## config.mk

```make
export PLATFORM = sky130hd
export DESIGN_NAME = btkh_cell
export DESIGN_NICKNAME = d
export VERILOG_FILES = /design/src/sv/btkh_pkg.sv /design/src/sv/btkh_cell.sv
export SDC_FILE = /design/constraint.sdc
export NUM_CORES = 1
export LEC_CHECK = 0
export BUFFER_PORTS_ARGS = -buffer_cell sky130_fd_sc_hd__buf_4
export CAP_MARGIN = 20
export CORE_AREA = 2 2 161 163
export DETAILED_ROUTE_END_ITERATION = 6
export DIE_AREA = 0 0 163 165
export PLACE_DENSITY = 0.77
export SETUP_SLACK_MARGIN = 0.15
export SLEW_MARGIN = 10
export SYNTH_ARGS = -nofsm -noshare
export SYNTH_HDL_FRONTEND = slang
export SYNTH_SLANG_ARGS = --single-unit
```

## constraint.sdc

```tcl
create_clock -name clk -period 11.1 [get_ports clk]
set_input_delay 2.22 -clock clk [delete_from_list [all_inputs] [get_ports clk]]
set_output_delay 2.22 -clock clk [all_outputs]
set_load 0.05 [all_outputs]
```

## src/sv/btkh_pkg.sv

```systemverilog
package btkh_pkg;

  localparam int MAX_K    = 32;
  localparam int TAG_BITS = 32;
  localparam int DIST_W   = 32;
  localparam int IDX_W    = $clog2(MAX_K);
  localparam int CNT_W    = $clog2(MAX_K + 1);

  // register index, taken from paddr[2]
  localparam logic REG_K_LIMIT = 1'b0;

  typedef enum logic [1:0] {
    ACT_INSERT  = 2'd0,
    ACT_REPLACE = 2'd1,
    ACT_REJECT  = 2'd2,
    ACT_READOUT = 2'd3
  } action_t;

  typedef enum logic [2:0] {
    OP_HOLD,
    OP_LOAD,
    OP_UP,
    OP_DOWN,
    OP_SHIFT
  } cell_op_t;

  typedef enum logic [2:0] {
    ST_IDLE,
    ST_UP,
    ST_DOWN,
    ST_STATUS,
    ST_READ
  } state_t;

  typedef struct packed {
    cell_op_t              op;
    logic [IDX_W-1:0]      pos;
    logic [CNT_W-1:0]      fill;
    logic [DIST_W-1:0]     load_dist;
    logic [TAG_BITS-1:0]   load_tag;
  } cell_ctrl_t;

  typedef struct packed {
    logic up_swap;
    logic dn_swap_l;
    logic dn_swap_r;
  } cell_flags_t;

endpackage

```

## src/sv/btkh_cell.sv

```systemverilog
module btkh_cell (
  input  logic                          clk,
  input  logic [btkh_pkg::IDX_W-1:0]    idx,
  input  btkh_pkg::cell_ctrl_t          ctrl,
  input  logic [btkh_pkg::DIST_W-1:0]   par_dist,
  input  logic [btkh_pkg::TAG_BITS-1:0] par_tag,
  input  btkh_pkg::cell_flags_t         par_flags,
  input  logic [btkh_pkg::DIST_W-1:0]   left_dist,
  input  logic [btkh_pkg::TAG_BITS-1:0] left_tag,
  input  btkh_pkg::cell_flags_t         left_flags,
  input  logic [btkh_pkg::DIST_W-1:0]   right_dist,
  input  logic [btkh_pkg::TAG_BITS-1:0] right_tag,
  input  btkh_pkg::cell_flags_t         right_flags,
  input  logic [btkh_pkg::DIST_W-1:0]   next_dist,
  input  logic [btkh_pkg::TAG_BITS-1:0] next_tag,
  output logic [btkh_pkg::DIST_W-1:0]   entry_dist,
  output logic [btkh_pkg::TAG_BITS-1:0] tag,
  output btkh_pkg::cell_flags_t         flags
);
  import btkh_pkg::*;

  logic [DIST_W-1:0]   entry_dist_next;
  logic [TAG_BITS-1:0] tag_next;
  logic [IDX_W+1:0]    lidx;
  logic [IDX_W+1:0]    ridx;
  logic [IDX_W+1:0]    fill_x;
  logic                active;
  logic                is_root;
  logic                is_left;
  logic                l_ok;
  logic                r_ok;
  logic                sel_r;
  logic                dn;
  logic [DIST_W-1:0]   sel_dist;
  logic [TAG_BITS-1:0] sel_tag;

  assign lidx    = (IDX_W+2)'({idx, 1'b1});
  assign ridx    = (IDX_W+2)'({idx, 1'b0}) + (IDX_W+2)'(2);
  assign fill_x  = (IDX_W+2)'(ctrl.fill);
  assign active  = (ctrl.pos == idx);
  assign is_root = (idx == '0);
  assign is_left = idx[0];

  assign l_ok     = (lidx < fill_x);
  assign r_ok     = (ridx < fill_x);
  // equal children: left wins
  assign sel_r    = r_ok && (left_dist < right_dist);
  assign sel_dist = sel_r ? right_dist : left_dist;
  assign sel_tag  = sel_r ? right_tag : left_tag;
  assign dn       = (ctrl.op == OP_DOWN) && active && l_ok && (entry_dist < sel_dist);

  assign flags.up_swap   = (ctrl.op == OP_UP) && active && !is_root &&
                           (par_dist < entry_dist);
  assign flags.dn_swap_l = dn && !sel_r;
  assign flags.dn_swap_r = dn && sel_r;

  always_comb begin
    entry_dist_next = entry_dist;
    tag_next        = tag;
    case (ctrl.op)
      OP_LOAD: begin
        if (active) begin
          entry_dist_next = ctrl.load_dist;
          tag_next        = ctrl.load_tag;
        end
      end
      OP_UP: begin
        if (flags.up_swap) begin
          entry_dist_next = par_dist;
          tag_next        = par_tag;
        end else if (left_flags.up_swap) begin
          entry_dist_next = left_dist;
          tag_next        = left_tag;
        end else if (right_flags.up_swap) begin
          entry_dist_next = right_dist;
          tag_next        = right_tag;
        end
      end
      OP_DOWN: begin
        if (dn) begin
          entry_dist_next = sel_dist;
          tag_next        = sel_tag;
        end else if (!is_root && ((is_left && par_flags.dn_swap_l) ||
                                  (!is_left && par_flags.dn_swap_r))) begin
          entry_dist_next = par_dist;
          tag_next        = par_tag;
        end
      end
      OP_SHIFT: begin
        entry_dist_next = next_dist;
        tag_next        = next_tag;
      end
      default: begin
        entry_dist_next = entry_dist;
        tag_next        = tag;
      end
    endcase
  end

  always_ff @(posedge clk) begin
    entry_dist <= entry_dist_next;
    tag        <= tag_next;
  end

endmodule

```

==> results of run 1 <==
## state kept, by name, indices dropped and copies added, names as in the netlist
name	cells
entry_dist	32
tag	32
## final timing paths
path / startpoint / end / cells after the start
min reg2reg: entry_dist[31] / entry_dist[30] / 6
min: entry_dist[31] / entry_dist[30] / 6
max reg2reg: entry_dist[21] / entry_dist[15] / 11
max: idx[0] / flags[0] / 23
## worst min-delay path, delay by kind of cell, from the launching register on
family | cells | cell delay [ns]
simple gates | 2 | 0.14
fa+ha+maj | 1 | 0.16
compound gates | 3 | 0.31
flops | 1 | 0.38
## report_power, final
part,internal [uW],switching [uW]
sequential,306,20.5
combinational,295,414
clock,177,129
total,778,563
## placed cells by master (no fill, tap or decap), drive strengths merged, types with 2 or more instances in the layout
cell type and instances:
clkinv 2, o2111ai 4, o21a 6, o22a 64
nor2 79, edfxtp 64, a21boi 66, o22ai 65
nand2 84, and2 2, inv 108, mux2i 98
a21oi 40, nand3 8, clkbuf 9, o211ai 2
and3 4, a211oi 66, nand2b 4, o21ai 84
nor2b 4, and4 3, o221ai 2, buf 425
ha 105, a2111oi 3, nand4 15, mux2 33
nor4 4, a221oi 2, xor2 7, nor3 7
a21o 10, a221o 63
## final cells by class
class	instances	area (sq um)
Sequential cell	64	1920
Clock buffer	9	225
Clock inverter	7	77.6
Multi-Input combinational cell	950	7310
Fill cell	2322	11500
Timing Repair Buffer	425	3220
Inverter	105	394
Tap cell	330	413
## logic make-up after synthesis
logic type	after synthesis	synth area share
xor gates and xnor gates	8	0.00700
muxes	131	0.135
buffers and inverters	199	0.0832
and+or+nand+nor	216	0.0940
AOI/OAI and AO/OA	490	0.357
adders and majority gates	105	0.131
DFF	64	0.192
## metal layers
layer / GRT usage / share of wire / vias up
li1: - / - / 5385
met1: 0.368 / 0.39 / 5520
met2: 0.524 / 0.48 / 722
met3: 0.0480 / 0.086 / 136
met4: 0.138 / 0.043 / 0
met5: 0 / 0 / -
## per-stage QoR
stage / hold slack, ns / setup WS, ns / power (uW) / area, sq um / instances
6_report: 1.16 / 1.65 / 1340 / 13600 / 1890
5_1_grt: 1.24 / 1.37 / 1420 / 13600 / 1890
4_1_cts: 1.15 / 1.48 / 1340 / 13500 / 1888
3_5_place_dp: 1.13 / 1.50 / 1030 / 13200 / 1872
3_3_place_gp: 1.12 / 1.58 / 1010 / 13200 / 1872
2_1_floorplan: 1.32 / 2.41 / 757 / 10000 / 1213
==> metrics.md, run 1 <==
| Metric | Value |
|---|---|
| Tot GR Track Use | 0.302 |
| Ports | between 400 and 500 |
| Fmax | 106 MHz |
| Slowest-stage cell, CP | a2111oi_2 |
| Mapped cell area | 10000 sq um |
| Syn nets | about 1700 |
| Share of layout cells above drive strength 1 | 0.313 |
| Die height | between 150 and 200 um |
| DR pass1 iterations | 7 |
| CP Cell Sequence | buf_4 > inv_1 > ha_1 > ha_1 > a21oi_1 > o21a_1 > o21ai_1 > a221oi_2 > o21ai_4 > buf_12 > buf_4 > o21ai_0 > inv_1 > ha_1 > a21o_1 > a21oi_1 > nor2_1 > o22ai_1 > o21ai_1 > a2111oi_2 > o21ai_0 > nor2_1 > buf_4 |
| Initial antenna violation count | 0 |
| Leak | roughly 0.0066 uW |
| Detail Placement HPWL | slightly below 30000 um |
| Syn avg cell area | roughly 8.2 sq um |
| Post-synth top area share | 0.192 |
| Global route overflow | 0 |
| Max Cap Violations | 0 |
| Top_reg_cell synth | edfxtp_1 |
| Startpoint Class | input pin |
| Peak VDD IR | approximately 0.047 mV |
| Post-synth top cells | ha_1 (105), inv_1 (105), mux2i_1 (98) |
| Total Wirelength | 42400 um |
| Rows | 58 |
| Hold Crit Class | flip-flop to flip-flop |
| Worst Path Required | 8.88 ns |
| Final min period | 9.45 ns |
| Crit path buf inv count | 6 |
| Global-route wire length before repair | roughly 63000 um |
| Post-synthesis cell count | 1213 |
| CTS tree | done |
| Number of flops mapped to enable cells by yosys | 64 |
| Clock tree root buffer cell | clkbuf_16 |
| IO Port Bufs | between 400 and 500 |
| Area delta synth->final | 35.5% |
| Num CTS Buffers | 9 |
| Ant diodes | 0 |
| Critical Setup Path Class | input pin to output pin |
| Final Net Count | between 2000 and 2500 |
| Skew-Pair Late Insertion Delay | between 0.3 and 0.4 ns |
| CP top delay family | compound AO/OA/AOI/OAI gates |
| Sequential area share after synthesis | 0.192 |
| Final setup violation count | 0 |
| R2R setup slack | around 7 ns |
| Final Max Slew Viols | 0 |
| Via count | ~12000 |
| Clock Path Buffers | 2 |
| Core Area | approximately 25000 sq um |
| Post-cts resize count | 0 |
| DRT antenna net count | 0 |
| Die W | 163 um |
| Vias in the first global route | around 12000 |
| Hold buffer count at CTS | 0 |
| Area leader, netlist | edfxtp_1 |
| Headroom to the max-slew limit | 0.282 |
| Placer Congestion | between 0.9 and 1 |
| CP arrival | ~7.2 ns |
| Clk slew on worst S/H paths | about 0.060 ns |
| Yosys reg bits | between 60 and 70 |
| Ys async rst share | 0 |
| CTS sink count | 64 |
| Final Util | 0.542 |
| Setup crit end kind | output pin |
| DR vias/cell | approximately 6.2 |
| DRC errors left | 0 |
| PwrDens | about 100 nW/um^2 |
| Die Footprint | roughly 27000 sq um |
| RSZ-0062 raised after global routing | false |
| Buffer count from post-CTS setup fixing | 0 |
| Largest net degree at the start of global routing | 70 |
| Status | completed |
| Synth Warn # | 0 |
| Final Hold Viols | 0 |
| DRT iter0 DRCs | 1051 |
| Worst path max stage delay | between 0.5 and 0.6 ns |
| Starting Density | 0.400 |
| Final Skew | between 0.015 and 0.02 ns |
| Synth cell types | a little under 60 |
| Wire per inst | approximately 22 um |
| Setup TNS | 0 ns |
| H-Tree Depth | 3 |
| Tcrit/Tclk final | 0.852 |
| Top cells by area, synth | edfxtp_1 (19%), ha_1 (13%), mux2i_1 (9.8%), a221o_1 (6.3%), o22a_1 (5.6%) |
| CP Max Fanout | 36 |
| Tightest Pin Transition | around 1.1 ns |
Note: power is estimated with default switching activity, not from simulation.
==> run 2, diff against run 1 <==
--- a/config.mk
+++ b/config.mk
@@ -10,6 +10,7 @@
 export CORE_AREA = 2 2 161 163
 export DETAILED_ROUTE_END_ITERATION = 6
 export DIE_AREA = 0 0 163 165
+export GPL_TIMING_DRIVEN = 0
 export PLACE_DENSITY = 0.77
 export SETUP_SLACK_MARGIN = 0.15
 export SLEW_MARGIN = 10
==> run 2 against run 1 <==
Net effect:
- clock skew shrank 0.0018 ns
- utilization rose by 1.2 points
- register-to-register slack hardly changed
- sequential share of layout area decreased by 0.30 points
- sequential cell count did not move
- sequential power about the same
- setup slack worse by 0.34 ns
- fmax down 3.4%
- wire length is 5.8% higher
- critical endpoint unchanged
- largest cell class unchanged
- largest power group unchanged
==> metrics.md, run 2 (synthesized netlist as in run 1, its figures left out) <==
| Metric | Value |
|---|---|
| Hold Crit Class | flip-flop to flip-flop |
| Tot GR Track Use | 0.318 |
| Placer Congestion | just under 1 |
| RSZ-0062 raised after global routing | false |
| Clk slew on worst S/H paths | ~0.070 ns |
| Final Net Count | between 2000 and 2500 |
| Wire per inst | 22.8 um |
| Buffer count from post-CTS setup fixing | 0 |
| Top Registers | entry_dist (32), tag (32) |
| Clock Path Buffers | 2 |
| Core Area | roughly 25000 sq um |
| Via count | around 12000 |
| Commonest non-fill, non-tap cells in the layout | buf_4 (413), inv_1 (105), ha_1 (105) |
| IO Port Bufs | ~410 |
| CTS tree | done |
| Hold buffer count at CTS | 0 |
| Final Non-Filler Cells | between 1500 and 2000 |
| Tightest Pin Transition | just over 0.9 ns |
| DR vias/cell | about 6.2 |
| Hold Crit Depth | 6 |
| Starting Density | 0.400 |
| Vias in the first global route | roughly 12000 |
| Global-route wire length before repair | roughly 66000 um |
| Share of layout cells above drive strength 1 | 0.298 |
| Max Cap Violations | 0 |
| Largest net degree at the start of global routing | 24 |
| Die Footprint | between 20000 and 30000 sq um |
| Worst Path Required | approximately 9 ns |
| Setup TNS | 0 ns |
| Clock tree root buffer cell | clkbuf_16 |
| Ports | 416 |
| Setup crit end kind | output pin |
| Leak | 0.00674 uW |
| Pwr Total | approximately 1400 uW |
| Global route overflow | 0 |
| Initial antenna violation count | 0 |
| Fin Hold WS | 1.17 ns |
| DRT antenna net count | 0 |
| Startpoint Class | input pin |
| PwrDens | roughly 100 nW/um^2 |
| DRC errors left | 0 |
| Critical Setup Path Class | input pin to output pin |
| Die W | approximately 160 um |
| CP Max Fanout | 10 |
| Total Wirelength | 44900 um |
| Peak VDD IR | 0.0698 mV |
| H-Tree Depth | 3 |
| Num CTS Buffers | 9 |
| Headroom to the max-slew limit | 0.378 |
| Final setup violation count | 0 |
| Commonest non-fill, non-tap cell in the layout | buf_4 |
| Rows | 58 |
| Die height | roughly 170 um |
| Final Skew | 0.0142 ns |
| Ant diodes | 0 |
| Worst reg2reg path depth | 13 |
| DRT iter0 DRCs | between 1000 and 1500 |
| Skew-Pair Late Insertion Delay | between 0.3 and 0.4 ns |
| CTS sink count | 64 |
| Final Hold Viols | 0 |
| Final Max Slew Viols | 0 |
| Post-cts resize count | 0 |
| Status | completed |
| Tcrit/Tclk final | 0.882 |
| Final min period | slightly below 10 ns |
| Detail Placement HPWL | 35600 um |
| Placed Cells | 1953 |
| CP arrival | between 7 and 8 ns |
| Area delta synth->final | 38.4% |
| DR pass1 iterations | 6 |
| Fmax | slightly above 100 MHz |
-- run 2: cell types whose count changed in the layout (fill, tap and decap cells not counted), moves of 2 or more --
cell      previous run  this run
o21ai_1             25        27
o21ai_4              2         0
buf_4              423       413
nand2b_1             2         4
buf_1                0        10
clkbuf_1             0        61
buf_2                0        11
buf_6                0         7
-- run 2: path summary, 6_finish.rpt --
check	end	start	slack (ns)
hold / removal	entry_dist[30]	entry_dist[31]	1.17
setup reg to reg	entry_dist[14]	entry_dist[2]	6.96
setup / recovery	flags[0]	idx[0]	1.31
hold reg to reg	entry_dist[30]	entry_dist[31]	1.17
-- run 2: area by class of cell --
class | instances | area (sq um)
flip-flops and latches | 64 | 1920
well taps | 330 | 413
inverters | 105 | 394
multi-input cells | 950 | 7250
clock inverters | 7 | 103
repair buffers | 410 | 3100
plain buffers | 94 | 438
clock buffers | 9 | 225
fillers | 2369 | 11200
-- run 2: report_power, final --
group          internal (uW)  leakage [uW]  switching [uW]
Sequential               306      0.000601            21.0
Clock                    200      0.000157             134
Combinational            297       0.00598             429
Total                    804       0.00674             584
-- run 2: routing by layer --
layer | GRT usage | part of all wire | vias to the layer above
li1 | - | - | 5542
met1 | 0.381 | 0.38 | 5715
met2 | 0.550 | 0.48 | 784
met3 | 0.0490 | 0.086 | 142
met4 | 0.167 | 0.049 | 0
met5 | 0 | 0 | -
-- run 2: worst max-delay path: stages --
cell and delay [ns]:
buf_4 0.12, inv_1 0.08, ha_1 0.29, ha_1 0.29, nand2_1 0.05, o21a_1 0.18, o21ai_1 0.24, a221oi_2 0.14
o21ai_1 0.29, buf_2 0.43, clkbuf_1 0.44, nand2_1 0.10, o21ai_1 0.19, inv_1 0.08, ha_1 0.32, a21oi_1 0.15
o21ai_1 0.09, a2111oi_0 0.41, o21ai_1 0.26, a2111oi_2 0.46, o21ai_0 0.23, nor2_1 0.26, buf_4 0.25
-- run 2: stage by stage --
| stage | instance area (sq um) | utilization | worst slack, ns |
|---|---|---|---|
| 5_1_grt | 13800 | 0.553 | 0.944 |
| 4_1_cts | 13800 | 0.553 | 1.44 |
| 2_1_floorplan | 10000 | - | 2.41 |
| 3_5_place_dp | 13500 | 0.540 | 1.47 |
| 6_report | 13800 | 0.553 | 1.31 |
| 3_3_place_gp | 13500 | 0.538 | 0.752 |
